[src/sv/ptl_pkg.sv]
package ptl_pkg;

	localparam int GLYPH_COUNT = 94;
	localparam int FIRST_CODE  = 33;
	localparam int COORD_BITS  = 16;

	localparam int GIDX_BITS = (GLYPH_COUNT > 1) ? $clog2(GLYPH_COUNT) : 1;
	localparam int ADD_BITS  = 9;
	localparam int CNT_BITS  = $clog2(COORD_BITS);

	localparam logic [7:0] CHAR_TAB   = 8'h09;
	localparam logic [7:0] CHAR_NL    = 8'h0A;
	localparam logic [7:0] CHAR_SPACE = 8'h20;
	localparam logic [7:0] CHAR_QMARK = 8'h3F;

	localparam logic [2:0] REG_LETTER = 3'd0;
	localparam logic [2:0] REG_WORD   = 3'd1;
	localparam logic [2:0] REG_LINE   = 3'd2;
	localparam logic [2:0] REG_TAB    = 3'd3;
	localparam logic [2:0] REG_START  = 3'd4;

	localparam logic KIND_CHAR = 1'b0;
	localparam logic KIND_LOAD = 1'b1;

	typedef struct packed {
		logic busy;
		logic done;
	} div_stat_t;

	function automatic logic [COORD_BITS-1:0] sat_add(input logic [COORD_BITS-1:0] a,
		input logic [ADD_BITS-1:0] b);
		logic [COORD_BITS:0] sum;
		sum = (COORD_BITS+1)'(a) + (COORD_BITS+1)'(b);
		if (sum[COORD_BITS]) begin
			return '1;
		end
		return sum[COORD_BITS-1:0];
	endfunction

	function automatic logic [GIDX_BITS-1:0] glyph_of(input logic [7:0] code);
		logic [9:0] c;
		logic [9:0] q;
		c = 10'(code);
		q = 10'(CHAR_QMARK);
		if (c >= 10'(FIRST_CODE) && c < 10'(FIRST_CODE + GLYPH_COUNT)) begin
			return GIDX_BITS'(c - 10'(FIRST_CODE));
		end
		if (q >= 10'(FIRST_CODE) && q < 10'(FIRST_CODE + GLYPH_COUNT)) begin
			return GIDX_BITS'(q - 10'(FIRST_CODE));
		end
		return '0;
	endfunction

endpackage

[src/sv/ptl_if.sv]
interface ptl_in_if;
	logic       valid;
	logic       ready;
	logic       kind;
	logic       first_of_text;
	logic [7:0] char_code;
	logic [6:0] width_slot;
	logic [7:0] width_value;

	modport source (output valid, kind, first_of_text, char_code, width_slot, width_value,
		input ready);
	modport sink (input valid, kind, first_of_text, char_code, width_slot, width_value,
		output ready);
endinterface

interface ptl_out_if;
	logic                             valid;
	logic                             ready;
	logic [ptl_pkg::COORD_BITS-1:0]  glyph_x;
	logic [ptl_pkg::COORD_BITS-1:0]  glyph_y;
	logic [ptl_pkg::GIDX_BITS-1:0]   glyph_index;

	modport source (output valid, glyph_x, glyph_y, glyph_index, input ready);
	modport sink (input valid, glyph_x, glyph_y, glyph_index, output ready);
endinterface

[src/sv/ptl_div.sv]
module ptl_div (
	input  logic                            clk,
	input  logic                            arst_n,
	input  logic                            start,
	input  logic [ptl_pkg::COORD_BITS-1:0] dividend,
	input  logic [7:0]                      divisor,
	output ptl_pkg::div_stat_t              stat,
	output logic [7:0]                      remainder
);

	localparam logic [ptl_pkg::CNT_BITS-1:0] LAST = ptl_pkg::CNT_BITS'(ptl_pkg::COORD_BITS - 1);

	logic                            busy_q;
	logic                            done_q;
	logic [ptl_pkg::CNT_BITS-1:0]   cnt_q;
	logic [8:0]                      rem_q;
	logic [ptl_pkg::COORD_BITS-1:0] num_q;
	logic [7:0]                      dvs_q;
	logic [8:0]                      trial;
	logic [8:0]                      rem_next;

	// one quotient bit a cycle, restoring
	always_comb begin
		trial = {rem_q[7:0], num_q[ptl_pkg::COORD_BITS-1]};
		if (trial >= {1'b0, dvs_q}) begin
			rem_next = trial - {1'b0, dvs_q};
		end else begin
			rem_next = trial;
		end
	end

	always_ff @(posedge clk or negedge arst_n) begin
		if (!arst_n) begin
			busy_q <= 1'b0;
			done_q <= 1'b0;
			cnt_q  <= '0;
		end else begin
			done_q <= 1'b0;
			if (start) begin
				busy_q <= 1'b1;
				cnt_q  <= '0;
			end else if (busy_q) begin
				cnt_q <= cnt_q + 1'b1;
				if (cnt_q == LAST) begin
					busy_q <= 1'b0;
					done_q <= 1'b1;
				end
			end
		end
	end

	always_ff @(posedge clk) begin
		if (start) begin
			rem_q <= '0;
			num_q <= dividend;
			dvs_q <= divisor;
		end else if (busy_q) begin
			rem_q <= rem_next;
			num_q <= {num_q[ptl_pkg::COORD_BITS-2:0], 1'b0};
		end
	end

	assign stat.busy = busy_q;
	assign stat.done = done_q;
	assign remainder = rem_q[7:0];

endmodule

[src/sv/proportional_text_layout_top.sv]
// channel    dir  payload                                                  accepted
// in_item    in   kind, first_of_text, char_code, width_slot, width_value  valid & ready
// out_item   out  glyph_x, glyph_y, glyph_index                            valid & ready
// cfg        in   cfg_we, cfg_index, cfg_data                              cfg_we
//
// width load, space, newline: taken in the idle state; placed glyph: table read, place, advance
// tab with a non-zero stop: start, the bit-serial remainder unit (16 steps), then update
// no clearing pass after reset; the width table is undefined until loaded
// a finished result waits in the output register while the next item is taken;
// a glyph placement holds until that register is free
module proportional_text_layout_top (
	input  logic             clk,
	input  logic             arst_n,
	ptl_in_if.sink           in_item,
	ptl_out_if.source        out_item,
	input  logic             cfg_we,
	input  logic [2:0]       cfg_index,
	input  logic [15:0]      cfg_data
);

	typedef enum logic [3:0] {
		ST_IDLE  = 4'b0001,
		ST_PLACE = 4'b0010,
		ST_ADV   = 4'b0100,
		ST_DIV   = 4'b1000
	} state_t;

	localparam int CB = ptl_pkg::COORD_BITS;
	localparam int GB = ptl_pkg::GIDX_BITS;

	state_t           state_q;
	logic [7:0]       letter_q;
	logic [7:0]       word_q;
	logic [7:0]       line_q;
	logic [7:0]       tab_q;
	logic [15:0]      start_row_q;
	logic [CB-1:0]    pen_x_q;
	logic [CB-1:0]    pen_y_q;
	logic [GB-1:0]    gidx_q;
	logic [7:0]       width_q;
	logic [7:0]       rd_q;
	logic             out_valid_q;
	logic [CB-1:0]    out_x_q;
	logic [CB-1:0]    out_y_q;
	logic [GB-1:0]    out_idx_q;

	logic [7:0]       width_mem [ptl_pkg::GLYPH_COUNT];

	logic             accept;
	logic             is_load;
	logic [CB-1:0]    px0;
	logic [CB-1:0]    py0;
	logic [GB-1:0]    gidx;
	logic             div_start;
	ptl_pkg::div_stat_t div_stat;
	logic [7:0]       div_rem;
	logic             out_free;
	logic [7:0]       gap;
	logic [CB-1:0]    centre_x;
	logic [CB-1:0]    tab_x;

	assign in_item.ready = (state_q == ST_IDLE);
	assign accept        = in_item.valid && in_item.ready;
	assign is_load       = (in_item.kind == ptl_pkg::KIND_LOAD);
	assign px0           = in_item.first_of_text ? '0 : pen_x_q;
	assign py0           = in_item.first_of_text ? CB'(start_row_q) : pen_y_q;
	assign gidx          = ptl_pkg::glyph_of(in_item.char_code);
	assign div_start     = accept && !is_load && (in_item.char_code == ptl_pkg::CHAR_TAB)
		&& (tab_q != 8'd0);
	assign out_free      = !out_valid_q || out_item.ready;
	assign gap           = (pen_x_q != '0) ? letter_q : 8'd0;
	assign centre_x      = ptl_pkg::sat_add(pen_x_q,
		ptl_pkg::ADD_BITS'(gap) + ptl_pkg::ADD_BITS'(rd_q[7:1]));
	assign tab_x         = ptl_pkg::sat_add(pen_x_q - CB'(div_rem), ptl_pkg::ADD_BITS'(tab_q));

	ptl_div u_div (
		.clk       (clk),
		.arst_n    (arst_n),
		.start     (div_start),
		.dividend  (px0),
		.divisor   (tab_q),
		.stat      (div_stat),
		.remainder (div_rem)
	);

	// width table
	always_ff @(posedge clk) begin
		if (accept && is_load && (9'(in_item.width_slot) < 9'(ptl_pkg::GLYPH_COUNT))) begin
			width_mem[in_item.width_slot[GB-1:0]] <= in_item.width_value;
		end
		if (accept && !is_load) begin
			rd_q <= width_mem[gidx];
		end
	end

	always_ff @(posedge clk or negedge arst_n) begin
		if (!arst_n) begin
			letter_q    <= 8'd1;
			word_q      <= 8'd6;
			line_q      <= 8'd25;
			tab_q       <= 8'd28;
			start_row_q <= 16'd175;
		end else if (cfg_we) begin
			case (cfg_index)
				ptl_pkg::REG_LETTER: letter_q    <= cfg_data[7:0];
				ptl_pkg::REG_WORD:   word_q      <= cfg_data[7:0];
				ptl_pkg::REG_LINE:   line_q      <= cfg_data[7:0];
				ptl_pkg::REG_TAB:    tab_q       <= cfg_data[7:0];
				ptl_pkg::REG_START:  start_row_q <= cfg_data;
				default: ;
			endcase
		end
	end

	always_ff @(posedge clk or negedge arst_n) begin
		if (!arst_n) begin
			state_q     <= ST_IDLE;
			pen_x_q     <= '0;
			pen_y_q     <= CB'(175);
			out_valid_q <= 1'b0;
		end else begin
			if (out_item.ready) begin
				out_valid_q <= 1'b0;
			end
			case (state_q)
				ST_IDLE: begin
					if (accept && !is_load) begin
						pen_x_q <= px0;
						pen_y_q <= py0;
						if (in_item.char_code == ptl_pkg::CHAR_SPACE) begin
							pen_x_q <= ptl_pkg::sat_add(px0, ptl_pkg::ADD_BITS'(word_q));
						end else if (in_item.char_code == ptl_pkg::CHAR_NL) begin
							pen_x_q <= '0;
							pen_y_q <= ptl_pkg::sat_add(py0, ptl_pkg::ADD_BITS'(line_q));
						end else if (in_item.char_code == ptl_pkg::CHAR_TAB) begin
							if (tab_q != 8'd0) begin
								state_q <= ST_DIV;
							end
						end else begin
							state_q <= ST_PLACE;
						end
					end
				end
				ST_PLACE: begin
					if (out_free) begin
						pen_x_q     <= centre_x;
						out_valid_q <= 1'b1;
						state_q     <= ST_ADV;
					end
				end
				ST_ADV: begin
					pen_x_q <= ptl_pkg::sat_add(pen_x_q,
						ptl_pkg::ADD_BITS'(width_q[7:1]) + ptl_pkg::ADD_BITS'(width_q[0]));
					state_q <= ST_IDLE;
				end
				ST_DIV: begin
					if (div_stat.done) begin
						pen_x_q <= tab_x;
						state_q <= ST_IDLE;
					end
				end
				default: state_q <= ST_IDLE;
			endcase
		end
	end

	always_ff @(posedge clk) begin
		if (accept && !is_load) begin
			gidx_q <= gidx;
		end
		if (state_q == ST_PLACE && out_free) begin
			out_x_q   <= centre_x;
			out_y_q   <= pen_y_q;
			out_idx_q <= gidx_q;
			width_q   <= rd_q;
		end
	end

	assign out_item.valid       = out_valid_q;
	assign out_item.glyph_x     = out_x_q;
	assign out_item.glyph_y     = out_y_q;
	assign out_item.glyph_index = out_idx_q;

endmodule

[src/flat_wrapper.sv]
// flat-port wrapper written by rule: the top's interface ports become plain ports
module proportional_text_layout_top_flat 
  (clk, arst_n, cfg_we, cfg_index, cfg_data, in_item_valid, in_item_kind, in_item_first_of_text, in_item_char_code, in_item_width_slot, in_item_width_value, in_item_ready, out_item_valid, out_item_glyph_x, out_item_glyph_y, out_item_glyph_index, out_item_ready);
  ptl_in_if in_item_i ();
  ptl_out_if out_item_i ();
  input  logic clk;
  input  logic arst_n;
  input  logic cfg_we;
  input  logic [2:0] cfg_index;
  input  logic [15:0] cfg_data;
  input wire logic [$bits(in_item_i.valid)-1:0] in_item_valid;
  input wire logic [$bits(in_item_i.kind)-1:0] in_item_kind;
  input wire logic [$bits(in_item_i.first_of_text)-1:0] in_item_first_of_text;
  input wire logic [$bits(in_item_i.char_code)-1:0] in_item_char_code;
  input wire logic [$bits(in_item_i.width_slot)-1:0] in_item_width_slot;
  input wire logic [$bits(in_item_i.width_value)-1:0] in_item_width_value;
  output wire logic [$bits(in_item_i.ready)-1:0] in_item_ready;
  output wire logic [$bits(out_item_i.valid)-1:0] out_item_valid;
  output wire logic [$bits(out_item_i.glyph_x)-1:0] out_item_glyph_x;
  output wire logic [$bits(out_item_i.glyph_y)-1:0] out_item_glyph_y;
  output wire logic [$bits(out_item_i.glyph_index)-1:0] out_item_glyph_index;
  input wire logic [$bits(out_item_i.ready)-1:0] out_item_ready;
  assign in_item_i.valid = in_item_valid;
  assign in_item_i.kind = in_item_kind;
  assign in_item_i.first_of_text = in_item_first_of_text;
  assign in_item_i.char_code = in_item_char_code;
  assign in_item_i.width_slot = in_item_width_slot;
  assign in_item_i.width_value = in_item_width_value;
  assign in_item_ready = in_item_i.ready;
  assign out_item_valid = out_item_i.valid;
  assign out_item_glyph_x = out_item_i.glyph_x;
  assign out_item_glyph_y = out_item_i.glyph_y;
  assign out_item_glyph_index = out_item_i.glyph_index;
  assign out_item_i.ready = out_item_ready;
  proportional_text_layout_top u_core (.clk(clk), .arst_n(arst_n), .in_item(in_item_i), .out_item(out_item_i), .cfg_we(cfg_we), .cfg_index(cfg_index), .cfg_data(cfg_data));
endmodule
[config.mk]
export PLATFORM = sky130hd
export DESIGN_NAME = proportional_text_layout_top_flat
export DESIGN_NICKNAME = d
export VERILOG_FILES = /design/src/sv/ptl_pkg.sv /design/src/sv/ptl_if.sv /design/src/sv/ptl_div.sv /design/src/sv/proportional_text_layout_top.sv /design/src/flat_wrapper.sv
export SDC_FILE = /design/constraint.sdc
export NUM_CORES = 1
export LEC_CHECK = 0
export ABC_AREA = 1
export BUFFER_PORTS_ARGS = -buffer_cell sky130_fd_sc_hd__buf_2
export CAP_MARGIN = 10
export CORE_MARGIN = 3
export CORE_UTILIZATION = 50
export DETAILED_ROUTE_END_ITERATION = 7
export GPL_ROUTABILITY_DRIVEN = 1
export HOLD_SLACK_MARGIN = 0.02
export PLACE_DENSITY = 0.66
export RECOVER_POWER = 25
export SYNTH_ARGS = -nofsm -noshare
export SYNTH_HDL_FRONTEND = slang
export SYNTH_HIERARCHICAL = 1
export SYNTH_SLANG_ARGS = --single-unit
[constraint.sdc]
create_clock -name clk -period 5.7 [get_ports clk]
set_input_delay 0.855 -clock clk [delete_from_list [all_inputs] [get_ports clk]]
set_output_delay 0.855 -clock clk [all_outputs]
set_load 0.01 [all_outputs]
==> metrics.md <==
| Metric | Value |
|---|---|
| Worst slew margin | `-132%` |
| Unrepaired setup endpoints after global routing | `no` |
| Measured slew at the worst slew-check pin | `3470 ps` |
| CTS Hold Bufs | `0` |
| Diode count | `0` |
| TritonRoute pass-1 iters | `6` |
| Clock Tree Buf Depth | `3` |
| Grt ovf | `0` |
| Critical Path Source | `arst_n` |
| Setup-failing EPs final | `0` |
| First-pass GRT wire length | `189000 um` |
| Most numerous cell on the critical path | `clkbuf_1` |
| RD Place Congestion | `between 0.9 and 1` |
| Clock latency on the worst-skew pair | `between 600 and 700 ps` |
| Crit end category | `async pin` |
| Critical Path RT | `5870 ps` |
| Initial antenna violation count | `2` |
| Max incr delay on CP | `just over 2000 ps` |
| Layout Nets | `~4800` |
| Syn_area_per_cell | `~9.8 um^2` |
| Drt wl/cell | `21.1 um` |
| DP Worst Slack | `about 1400 ps` |
| Peak VDD IR | `0.246 mV` |
| CP Launch Type | `input port` |
| Port bufs | `89` |
| Hold Vio Cnt, Final | `0` |
| Post-Synthesis Cell Area | `about 45000 um^2` |
| Failing checks | `max-capacitance violations, max-slew violations` |
| Htree depth | `3` |
| Hpwl dp | `77200 um` |
| Outcome | `complete, but fails checks` |
| Share of layout cells above drive strength 1 | `8.56%` |
| CORE AREA | `88500 um^2` |
| Post CTS Setup Buffer Count | `0` |
| Buf+Inv Stages, Crit Path | `2` |
| Max frequency | `227 MHz` |
| Kind of cell adding the most delay to the critical path | `buffers and inverters` |
| Static leakage | `~21 nW` |
| Reg2reg start | `u_core/pen_x_q[10]` |
| Crit Path Max Fanout | `50` |
| HP Class | `register to register` |
| Worst path cell trace | `clkbuf_1 -> clkbuf_1` |
| Mapped Cells | `4575` |
| Hold Crit Start | `u_core/gidx_q[2]` |
| Pwr Density | `371 nW/um^2` |
| Setup CP Type | `input port to async pin` |
| CTS tree | `built` |
| Area Growth Syn to Fin | `11.4%` |
| Slowest cell on crit path | `clkbuf_1` |
| Post-synthesis net count | `4699` |
| Clock slew at reported path FFs | `60 ps` |
| Post-cts repair resize count | `0` |
| Max-Cap Viols | `10` |
| PnR worst setup slack | `around 1300 ps` |
| Die Footprint | `93100 um^2` |
| CTS root buf | `clkbuf_16` |
| Die Span Y | `a little over 300 um` |
| Initial core utilization | `50.6%` |
| Vias | `between 30000 and 40000` |
| Sink Count | `937` |
| Die X | `305 um` |
| DRT Wirelength | `125000 um` |
| Vias in the first global route | `31700` |
| Yosys warnings | `6` |
| CTS Buf Count | `around 100` |
| Pin count of the biggest net entering global routing | `just over 200` |
| Worst EP arrival | `4570 ps` |
| Total Routing Usage GR | `26.3%` |
| Placed cell area | `around 47000 um^2` |
| Final Max Slew Viols | `451` |
| Ratio of final minimum period to clock period | `between 70% and 80%` |
| Routed Antenna Nets | `0` |
| Setup TNS | `0 ps` |
| Cell row count | `109` |
| DRC | `0` |
| Worst Skew | `45.8 ps` |
| Io pins | `90` |
| DR vias/cell | `5.65` |
| Initial DRC Count | `3983` |
| Fin area | `49800 um^2` |
| Minimum clock period | `4400 ps` |
## report_power, final
| part | internal [W] | switching, W |
|---|---|---|
| sequential | 0.00786 | 0.000257 |
| combinational | 0.00131 | 0.00276 |
| clock | 0.00356 | 0.00273 |
| total | 0.0127 | 0.00574 |
## worst paths after layout
check                                                 endpoint  depth (start not counted)  slack, ps
worst max-delay path                        u_core/pen_x_q[13]                          2       1300
worst min-delay path            u_core/out_item.glyph_index[2]                          0        420
min in group asynchronous               u_core/start_row_q[10]                          1        880
worst min register to register  u_core/out_item.glyph_index[2]                          0        420
worst max register to register              u_core/pen_x_q[13]                         24       1360
max in group clk                            u_core/pen_x_q[13]                         24       1360
## final cells by class
cell class                      instances  area, um^2
Fill cell                            7641       38700
Sequential cell                       937       27600
Multi-Input combinational cell       2681       13500
Clock buffer                          127        2710
Inverter                              719        2710
Tap cell                             1165        1460
Timing Repair Buffer                  207        1390
Clock inverter                         60         483
## state kept, by name (all words and copies together), names as in the netlist, 16 cells and up
register / flops
u_core/width_mem: 752
u_core/out_item.glyph_x: 16
u_core/out_item.glyph_y: 16
u_core/pen_x_q: 16
u_core/pen_y_q: 16
u_core/start_row_q: 16
u_core/u_div/num_q: 16
## cell usage in the layout, fill, tap and decap left out, types with 13 or more instances in the layout
cell and count:
edfxtp_1 838, nand2_1 812, inv_1 709, nand3_1 648, nor2_1 392, o21ai_0 225
nand4_1 202, buf_4 111, clkbuf_16 104, a21oi_1 102, buf_2 80, dfrtp_1 69
ha_1 60, clkbuf_1 31, xor2_1 31, o21bai_1 29, clkinv_1 26, clkinv_2 21
nor3_1 19, or2_2 18, o211ai_1 17, fa_1 15, dfstp_2 14, xnor2_1 13
## layer usage
layer | routed length (um) | vias to the layer above | track usage, %
li1 | - | 15600 | -
met1 | 51600 | 16000 | 36.0
met2 | 57800 | 1458 | 41.8
met3 | 10400 | 289 | 5.38
met4 | 4850 | 2 | 10.0
met5 | 13 | - | 0
## worst register-to-register path, cell delays in order, from the launching register on
cell,delay [ps]
dfrtp_1,490
nor2_1,190
nand2_1,120
nor4_1,310
nand2_1,220
nand2_1,130
fa_1,420
inv_1,70
ha_1,160
inv_1,80
fa_1,410
inv_1,80
nand2_1,70
nand2_1,70
a21oi_1,120
o21ai_1,430
nand2_1,120
o21ai_0,170
nand3_1,120
nand2_1,90
nand2_1,50
a21oi_1,120
nand2_1,80
nand2_1,50
nand2_1,60
## stage by stage
stage / power (W) / util, % / std cells / hold WS, ps
2_1_floorplan: 0.0110 / - / 4575 / 400
3_3_place_gp: 0.0122 / 52.7 / 5709 / 402
3_5_place_dp: 0.0123 / 52.7 / 5709 / 406
4_1_cts: 0.0185 / 56.3 / 5896 / 172
5_1_grt: 0.0194 / 56.3 / 5896 / 421
6_report: 0.0185 / 56.3 / 5896 / 422
Power figures use the tool's default switching activity.
